$ cat config.mk
export PLATFORM = sky130hd
export DESIGN_NAME = midi_bytes_to_usb_event_packets_top
export DESIGN_NICKNAME = d
export VERILOG_FILES = /design/src/hw/rtl/mbuep_pkg.sv /design/src/hw/rtl/mbuep_in_stage.sv /design/src/hw/rtl/mbuep_parser.sv /design/src/hw/rtl/midi_bytes_to_usb_event_packets_top.sv
export VERILOG_INCLUDE_DIRS = /design/src /design/src/hw/rtl
export SDC_FILE = /design/constraint.sdc
export NUM_CORES = 1
export LEC_CHECK = 0
export ABC_AREA = 1
export CAP_MARGIN = 20
export CORE_AREA = 2 2 80 82
export CTS_BUF_LIST = sky130_fd_sc_hd__clkbuf_8
export CTS_CLUSTER_DIAMETER = 150
export DETAILED_ROUTE_END_ITERATION = 12
export DIE_AREA = 0 0 82 84
export DONT_BUFFER_PORTS = 1
export PLACE_DENSITY = 0.78
export SLEW_MARGIN = 15
export SYNTH_ARGS = -nofsm -noshare
export SYNTH_HDL_FRONTEND = slang
export SYNTH_SLANG_ARGS = --single-unit
$ cat constraint.sdc
create_clock -name clk -period 5.83 [get_ports clk]
set_input_delay 1.4575 -clock clk [delete_from_list [all_inputs] [get_ports clk]]
set_output_delay 1.4575 -clock clk [all_outputs]
set_load 0.02 [all_outputs]
$ cat src/hw/rtl/assert_macros.svh
// Assertion helpers shared by the RTL. Both forms are clocked and are disabled
// while the asynchronous reset is asserted.
`ifndef ASSERT_MACROS_SVH
`define ASSERT_MACROS_SVH
`ifndef SYNTHESIS
`define ASSERT_IMPLY(label, clk, rst_n, ante, cons) \
	label: assert property (@(posedge clk) disable iff (!rst_n) (ante) |-> (cons)) \
		else $error("assertion failed: same-cycle implication");
`define ASSERT_NEXT(label, clk, rst_n, ante, cons) \
	label: assert property (@(posedge clk) disable iff (!rst_n) (ante) |=> (cons)) \
		else $error("assertion failed: next-cycle implication");
`else
`define ASSERT_IMPLY(label, clk, rst_n, ante, cons)
`define ASSERT_NEXT(label, clk, rst_n, ante, cons)
`endif
`endif

$ cat src/hw/rtl/mbuep_pkg.sv
package mbuep_pkg;

	localparam int MAX_CABLES_DEF = 16;
	localparam int CABLE_W        = 4;
	localparam int CNT_W          = 5;

	localparam logic [4:0] CABLE_COUNT_RST = 5'd1;

	localparam logic [7:0] STATUS_MIN = 8'h80;
	localparam logic [7:0] RT_MIN     = 8'hF8;
	localparam logic [7:0] SYSEX_BEG  = 8'hF0;
	localparam logic [7:0] SYSEX_END  = 8'hF7;
	localparam logic [3:0] NIBBLE_PGM = 4'hC;
	localparam logic [3:0] NIBBLE_CHP = 4'hD;

	localparam logic [3:0] CIN_NONE       = 4'h0;
	localparam logic [3:0] CIN_SYSEX_CONT = 4'h4;
	localparam logic [3:0] CIN_SYSEX_END1 = 4'h5;
	localparam logic [3:0] CIN_SYSEX_END2 = 4'h6;
	localparam logic [3:0] CIN_SYSEX_END3 = 4'h7;
	localparam logic [3:0] CIN_SINGLE     = 4'hF;

	typedef enum logic [1:0] {
		MODE_IDLE    = 2'd0,
		MODE_CHAN    = 2'd1,
		MODE_SYSEX   = 2'd2,
		MODE_DISCARD = 2'd3
	} mode_t;

	typedef enum logic [1:0] {
		OUT_OK         = 2'd0,
		OUT_INCOMPLETE = 2'd1,
		OUT_BAD_CABLE  = 2'd2,
		OUT_NO_END     = 2'd3
	} outcome_t;

	typedef struct packed {
		logic [3:0] cable;
		logic [7:0] data_byte;
		logic       last_byte;
	} item_t;

	typedef struct packed {
		logic [3:0] cable_number;
		logic [3:0] code_index;
		logic [7:0] midi_first;
		logic [7:0] midi_second;
		logic [7:0] midi_third;
		outcome_t   outcome;
	} result_t;

endpackage

$ cat src/hw/rtl/mbuep_in_stage.sv
module mbuep_in_stage
	import mbuep_pkg::*;
(
	input  logic  clk,
	input  logic  arst_n,
	input  logic  in_valid,
	output logic  in_stall,
	input  item_t in_item,
	input  logic  take,
	output logic  valid_s1,
	output item_t item_s1
);

	logic load;

	// The stage accepts a new byte whenever it is empty or its byte leaves now.
	assign in_stall = valid_s1 && !take;
	assign load     = in_valid && !in_stall;

	always_ff @(posedge clk or negedge arst_n) begin
		if (!arst_n) begin
			valid_s1 <= 1'b0;
		end else if (load) begin
			valid_s1 <= 1'b1;
		end else if (take) begin
			valid_s1 <= 1'b0;
		end
	end

	always_ff @(posedge clk) begin
		if (load) begin
			item_s1 <= in_item;
		end
	end

endmodule

$ cat src/hw/rtl/mbuep_parser.sv
module mbuep_parser
	import mbuep_pkg::*;
#(
	parameter int MAX_CABLES = MAX_CABLES_DEF
) (
	input  logic             clk,
	input  logic             arst_n,
	input  logic             fire,
	input  item_t            item,
	input  logic [CNT_W-1:0] cable_count,
	output logic             has_result,
	output result_t          result
);

	localparam logic [CNT_W-1:0] MaxCab = CNT_W'(MAX_CABLES);

	mode_t      mode_q, mode_n;
	logic [7:0] status_q, status_n;
	logic [1:0] count_q, count_n;
	logic       one_data_q, one_data_n;
	logic [7:0] held0_q, held1_q;
	logic       h0_we, h1_we;
	logic       cab_ok;
	logic [7:0] b;

	assign b      = item.data_byte;
	assign cab_ok = ({1'b0, item.cable} < cable_count) && ({1'b0, item.cable} < MaxCab);

	always_comb begin
		mode_n     = mode_q;
		status_n   = status_q;
		count_n    = count_q;
		one_data_n = one_data_q;
		h0_we      = 1'b0;
		h1_we      = 1'b0;
		has_result = 1'b0;
		result     = '{cable_number: item.cable, code_index: CIN_NONE,
			midi_first: 8'h00, midi_second: 8'h00, midi_third: 8'h00, outcome: OUT_OK};
		if (fire) begin
			if (mode_q == MODE_DISCARD) begin
				if (item.last_byte) begin
					mode_n  = MODE_IDLE;
					count_n = 2'd0;
				end
			end else if (!cab_ok) begin
				// A bad cable drops the held message and skips the rest of the buffer.
				has_result     = 1'b1;
				result.outcome = OUT_BAD_CABLE;
				mode_n         = item.last_byte ? MODE_IDLE : MODE_DISCARD;
				count_n        = 2'd0;
			end else begin
				case (mode_q)
					MODE_CHAN: begin
						if (one_data_q) begin
							has_result         = 1'b1;
							result.code_index  = status_q[7:4];
							result.midi_first  = status_q;
							result.midi_second = b;
							mode_n             = MODE_IDLE;
							count_n            = 2'd0;
						end else if (count_q != 2'd0) begin
							has_result         = 1'b1;
							result.code_index  = status_q[7:4];
							result.midi_first  = status_q;
							result.midi_second = held0_q;
							result.midi_third  = b;
							mode_n             = MODE_IDLE;
							count_n            = 2'd0;
						end else begin
							h0_we   = 1'b1;
							count_n = 2'd1;
							if (item.last_byte) begin
								has_result     = 1'b1;
								result.outcome = OUT_INCOMPLETE;
								mode_n         = MODE_IDLE;
								count_n        = 2'd0;
							end
						end
					end
					MODE_SYSEX: begin
						if (b == SYSEX_END) begin
							has_result = 1'b1;
							mode_n     = MODE_IDLE;
							count_n    = 2'd0;
							case (count_q)
								2'd0: begin
									result.code_index = CIN_SYSEX_END1;
									result.midi_first = b;
								end
								2'd1: begin
									result.code_index  = CIN_SYSEX_END2;
									result.midi_first  = held0_q;
									result.midi_second = b;
								end
								default: begin
									result.code_index  = CIN_SYSEX_END3;
									result.midi_first  = held0_q;
									result.midi_second = held1_q;
									result.midi_third  = b;
								end
							endcase
						end else if (item.last_byte) begin
							has_result     = 1'b1;
							result.outcome = OUT_NO_END;
							mode_n         = MODE_IDLE;
							count_n        = 2'd0;
						end else if (count_q[1]) begin
							has_result         = 1'b1;
							result.code_index  = CIN_SYSEX_CONT;
							result.midi_first  = held0_q;
							result.midi_second = held1_q;
							result.midi_third  = b;
							count_n            = 2'd0;
						end else begin
							h0_we   = !count_q[0];
							h1_we   = count_q[0];
							count_n = count_q + 2'd1;
						end
					end
					default: begin
						if (b < STATUS_MIN) begin
							// Running data with no status is dropped.
						end else if (b >= RT_MIN) begin
							has_result        = 1'b1;
							result.code_index = CIN_SINGLE;
							result.midi_first = b;
						end else if (b == SYSEX_BEG) begin
							if (item.last_byte) begin
								has_result     = 1'b1;
								result.outcome = OUT_NO_END;
								mode_n         = MODE_IDLE;
								count_n        = 2'd0;
							end else begin
								mode_n  = MODE_SYSEX;
								h0_we   = 1'b1;
								count_n = 2'd1;
							end
						end else if (b >= SYSEX_BEG) begin
							// System common bytes are not forwarded.
						end else if (item.last_byte) begin
							has_result     = 1'b1;
							result.outcome = OUT_INCOMPLETE;
							mode_n         = MODE_IDLE;
							count_n        = 2'd0;
						end else begin
							mode_n     = MODE_CHAN;
							status_n   = b;
							count_n    = 2'd0;
							one_data_n = (b[7:4] == NIBBLE_PGM) || (b[7:4] == NIBBLE_CHP);
						end
					end
				endcase
			end
		end
	end

	always_ff @(posedge clk or negedge arst_n) begin
		if (!arst_n) begin
			mode_q     <= MODE_IDLE;
			status_q   <= 8'h00;
			count_q    <= 2'd0;
			one_data_q <= 1'b0;
		end else begin
			mode_q     <= mode_n;
			status_q   <= status_n;
			count_q    <= count_n;
			one_data_q <= one_data_n;
		end
	end

	always_ff @(posedge clk) begin
		if (h0_we) begin
			held0_q <= b;
		end
		if (h1_we) begin
			held1_q <= b;
		end
	end

endmodule

$ cat src/hw/rtl/midi_bytes_to_usb_event_packets_top.sv
// Converts a MIDI byte stream into USB-MIDI 1.0 event packets. Each transfer on the
// input carries one byte, its cable number and an end-of-buffer mark; each transfer on
// the output carries one four-byte event packet or an error outcome. Each byte is
// held in an input register, decoded by the parser against its running state, and
// any resulting packet lands in an output register, so bytes can stream in every
// cycle while the output is not stalled. Input is stalled only while the output
// register is full and stalled itself. The cable_count register resets to one
// cable and is written through cfg_we and cfg_wdata.
`include "assert_macros.svh"

module midi_bytes_to_usb_event_packets_top
	import mbuep_pkg::*;
#(
	parameter int MAX_CABLES = MAX_CABLES_DEF
) (
	input  logic             clk,
	input  logic             arst_n,
	input  logic             cfg_we,
	input  logic [CNT_W-1:0] cfg_wdata,
	input  logic             in_valid,
	output logic             in_stall,
	input  logic [3:0]       cable,
	input  logic [7:0]       data_byte,
	input  logic             last_byte,
	output logic             out_valid,
	input  logic             out_stall,
	output logic [3:0]       cable_number,
	output logic [3:0]       code_index,
	output logic [7:0]       midi_first,
	output logic [7:0]       midi_second,
	output logic [7:0]       midi_third,
	output logic [1:0]       outcome
);

	logic [CNT_W-1:0] cable_count_q;
	item_t            in_item;
	item_t            item_s1;
	logic             valid_s1;
	logic             fire;
	logic             has_result;
	result_t          result;
	result_t          result_q;
	logic             out_valid_q;

	assign in_item = '{cable: cable, data_byte: data_byte, last_byte: last_byte};

	// The held byte is processed unless the output register is full and blocked.
	assign fire = valid_s1 && !(out_valid_q && out_stall);

	always_ff @(posedge clk or negedge arst_n) begin
		if (!arst_n) begin
			cable_count_q <= CABLE_COUNT_RST;
		end else if (cfg_we) begin
			cable_count_q <= cfg_wdata;
		end
	end

	mbuep_in_stage u_in_stage (
		.clk      (clk),
		.arst_n   (arst_n),
		.in_valid (in_valid),
		.in_stall (in_stall),
		.in_item  (in_item),
		.take     (fire),
		.valid_s1 (valid_s1),
		.item_s1  (item_s1)
	);

	mbuep_parser #(
		.MAX_CABLES (MAX_CABLES)
	) u_parser (
		.clk         (clk),
		.arst_n      (arst_n),
		.fire        (fire),
		.item        (item_s1),
		.cable_count (cable_count_q),
		.has_result  (has_result),
		.result      (result)
	);

	always_ff @(posedge clk or negedge arst_n) begin
		if (!arst_n) begin
			out_valid_q <= 1'b0;
		end else if (fire && has_result) begin
			out_valid_q <= 1'b1;
		end else if (!out_stall) begin
			out_valid_q <= 1'b0;
		end
	end

	always_ff @(posedge clk) begin
		if (fire && has_result) begin
			result_q <= result;
		end
	end

	assign out_valid    = out_valid_q;
	assign cable_number = result_q.cable_number;
	assign code_index   = result_q.code_index;
	assign midi_first   = result_q.midi_first;
	assign midi_second  = result_q.midi_second;
	assign midi_third   = result_q.midi_third;
	assign outcome      = result_q.outcome;

	`ASSERT_IMPLY(a_stall_cause, clk, arst_n, in_stall, out_valid && out_stall && valid_s1)
	`ASSERT_NEXT(a_result_loaded, clk, arst_n, fire && has_result, out_valid)
	`ASSERT_IMPLY(a_error_zeroed, clk, arst_n, out_valid && (outcome != OUT_OK),
		(code_index == CIN_NONE) && (midi_first == 8'h00) && (midi_second == 8'h00)
		&& (midi_third == 8'h00))
	`ASSERT_IMPLY(a_single_is_rt, clk, arst_n, out_valid && (code_index == CIN_SINGLE), midi_first >= RT_MIN)

endmodule
==> flow_metrics.tcl <==
set metrics [dict create \
    syn2layout_area_growth_pct 6.80 \
    power_frac_seq_pct 54.1 \
    finalSetupTns_ps 0 \
    clock_skew_ps 6.62 \
    yosys_warnings 0 \
    fin_crit_sh_pct 57.3 \
    crit_required_ps 4370 \
    min-delay-path-class "flip-flop to flip-flop" \
    die_y_um 84 \
    route.detailed.drc 0 \
    final-max-slew-violation-count 0 \
    cts_tree "built" \
    endpoint_kind "output port" \
    p_leak_nw 1.78 \
    worst-slew-pin-transition_ps 849 \
    finalPower_mw 1.68 \
    port_buffers 0 \
    slew_headroom_pct 43.4 \
    min_period_ps 3340 \
    grt_pass1_wl_mm 13.0 \
    max_freq_ghz 0.299 \
    synth_nets 421 \
    drtIter0Drc 271 \
    rr_startpoint "u_parser.mode_q[0]" \
    cts_sinks 83 \
    maxCapViolCount 0 \
    nets 424 \
    track_usage_pct 25.7 \
    ys_types 31 \
    critPathMaxStageDelay_ps 360 \
    arrival_ps 1890 \
    hpwl_mm 5.80 \
    avgSynthCellArea_um2 9.81 \
    num-fill-cells 480 \
    combPwrFrac_pct 21.2 \
    cp_slowest_cell "nor2_1" \
    synthCells 392 \
    gp_congestion 0.948 \
    grt_pass1_vias 2752 \
    cts-root-buf "clkbuf_8" \
    drive_gt1_share_pct 8.00 \
    grt.overflow.total 0 \
    worst_slack_ps 2490 \
    min_from "u_in_stage.item_s1[9]" \
    r2r-end "code_index[3]" \
    die_area_um2 6890 \
    synth_area_um2 3840 \
    place_ws_ps 2480 \
    cts.clk_slew.worst_paths_ps 80 \
    cts_buffers 9 \
    status "completed" \
    start_kind "input pin" \
    wl_per_cell_um 16.9 \
    vias 2797 \
    hold_path_end "cable_number[0]" \
    min_path_cells 0 \
    r2r_setup_slack_ps 2950 \
    h-tree-depth 3 \
    post_dp_cell_area_um2 3910 \
    clock_latency_ps 350 \
    wl_mm 8.06 \
    setup_viol 0 \
    ys_seq_area_share_pct 62.3 \
    initial_core_util_pct 63.1 \
    pin_count 59 \
    path_buf_inv 0 \
    drt_pre_antenna_iters 5 \
    synth_seq_cells 83 \
    hold_viol 0 \
    vias_per_cell 5.86 \
    internal_power_mw 1.06 \
    design_area_um2 4110 \
    diodes 0 \
    rsz0062_at_grt "no" \
    grt_max_degree 21 \
    powerDensity_nw_per_um2 409 \
    criticalPathCategory "input pin to output port" \
    critPathMaxFanout 3 \
    clk_path_buf_depth 2 \
    die_w_um 82 \
    cts_setup_buffers 0 \
    fp-row-count 29 \
    antenna_found_initial 0 \
    path_cells "nand2_1, nor2_1" \
    core_area_um2 6100 \
    cts.repair.resized 0 \
    critPathLaunch "out_stall" \
    holdWs_ps 455 \
    p_switching_mw 0.615 \
    worst-r2r-cell-count 9 \
    ant_nets 0 \
    cpLargestDelayFamily "simple AND/OR/NAND/NOR gates" \
    peakVddDrop_mv 0.235 \
    ctsHoldBuffers 0 \
    clockPowerShare_pct 24.7 \
    switching_share_pct 36.7 \
]
-- worst max path at each step --
stage | slack [ps] | to | depth (start not counted)
4_1_cts | 2480 | in_stall | 2
2_1_floorplan | 2520 | in_stall | 2
5_1_grt | 2460 | in_stall | 2
3_5_place_dp | 2480 | in_stall | 2
6_report | 2490 | in_stall | 2
3_3_place_gp | 2500 | in_stall | 2
-- through the flow --
| stage | std cells | utilization, % |
|---|---|---|
| global route | 477 | 67.3 |
| floorplan | 392 | - |
| global placement | 461 | 64.1 |
| finish | 477 | 67.3 |
| detailed placement | 461 | 64.1 |
| CTS | 477 | 67.3 |
-- per-layer routing --
metal / wire length [um] / global-route usage [%] / share of wire (%) / vias up
li1: - / - / - / 1313
met1: 3090 / 30.6 / 38 / 1317
met2: 4140 / 42.2 / 51 / 142
met3: 554 / 6.93 / 6.9 / 25
met4: 273 / 12.9 / 3.4 / 0
met5: 0 / 0 / 0 / -
-- area by class of cell --
cell class | count | area, um2 | area share, %
clock buffer | 9 | 124 | 3.02
clock inverter | 7 | 76.3 | 1.86
inverter | 45 | 170 | 4.15
multi-input combinational | 254 | 1230 | 30.0
sequential | 83 | 2390 | 58.3
tap | 77 | 96.3 | 2.35
timing repair buffer | 2 | 15.0 | 0.366
-- cells in the final DEF, fill, tap and decap left out, drive strengths merged --
master / instances
buf: 2
clkinv: 3
clkbuf: 9
nor2: 21
mux2: 1
ha: 6
nor4: 1
dfstp: 1
inv: 48
o31ai: 1
edfxtp: 63
dfrtp: 19
o21bai: 1
nor3: 10
nand2: 131
o21ai: 28
nand4: 4
a21oi: 20
nand3: 20
o211ai: 8
a21boi: 1
a31oi: 1
bufinv: 1
-- state kept, by name, summed over array words and instances, names as in the netlist, 4 cells and up --
signal              count
cable_number            4
u_in_stage.item_s1     13
midi_third              8
u_parser.held1_q        8
cable_count_q           5
midi_second             8
u_parser.held0_q        8
midi_first              8
u_parser.status_q       8
code_index              4
-- synth_stat cells --
master / instances / area, um2
a21boi_0: 1 / 7.51
a21oi_1: 20 / 100
a31oi_1: 1 / 6.26
buf_2: 3 / 15.0
buf_6: 1 / 11.3
clkbuf_1: 5 / 18.8
clkbuf_2: 1 / 5.00
clkinv_2: 1 / 5.00
dfrtp_1: 19 / 475
dfstp_2: 1 / 26.3
edfxtp_1: 63 / 1890
ha_1: 6 / 75.1
inv_1: 43 / 161
inv_2: 1 / 3.75
mux2_2: 1 / 11.3
nand2_1: 126 / 473
nand2_2: 2 / 12.5
nand2_4: 3 / 33.8
nand3_1: 20 / 100
nand4_1: 3 / 18.8
nand4_2: 1 / 12.5
nor2_1: 17 / 63.8
nor2_2: 1 / 6.26
nor2_4: 3 / 33.8
nor3_1: 10 / 50.1
nor4_1: 1 / 6.26
o211ai_1: 8 / 60.1
o21ai_0: 24 / 120
o21ai_1: 4 / 20.0
o21bai_2: 1 / 11.3
o31ai_1: 1 / 7.51
-- power groups by stage --
stage	clock network, mW	logic, mW	registers [mW]
2_1_floorplan	0	0.283	0.887
3_3_place_gp	0	0.334	0.916
3_5_place_dp	0	0.349	0.921
4_1_cts	0.421	0.353	0.907
5_1_grt	0.443	0.404	0.921
6_report	0.415	0.355	0.907
-- logic make-up (layout without fill, tap and decap cells) --
kind of cell             count (synthesis)  after routing  share of synthesized area (%)
AND/OR/NAND/NOR                        187            187                           21.1
flip-flops                              83             83                           62.3
AO/OA/AOI/OAI                           60             60                           8.66
buffers and inverters                   55             63                           5.73
adder cells (fa/ha/maj)                  6              6                           1.95
multiplexers                             1              1                          0.293
(Power assumes the default switching activity.)
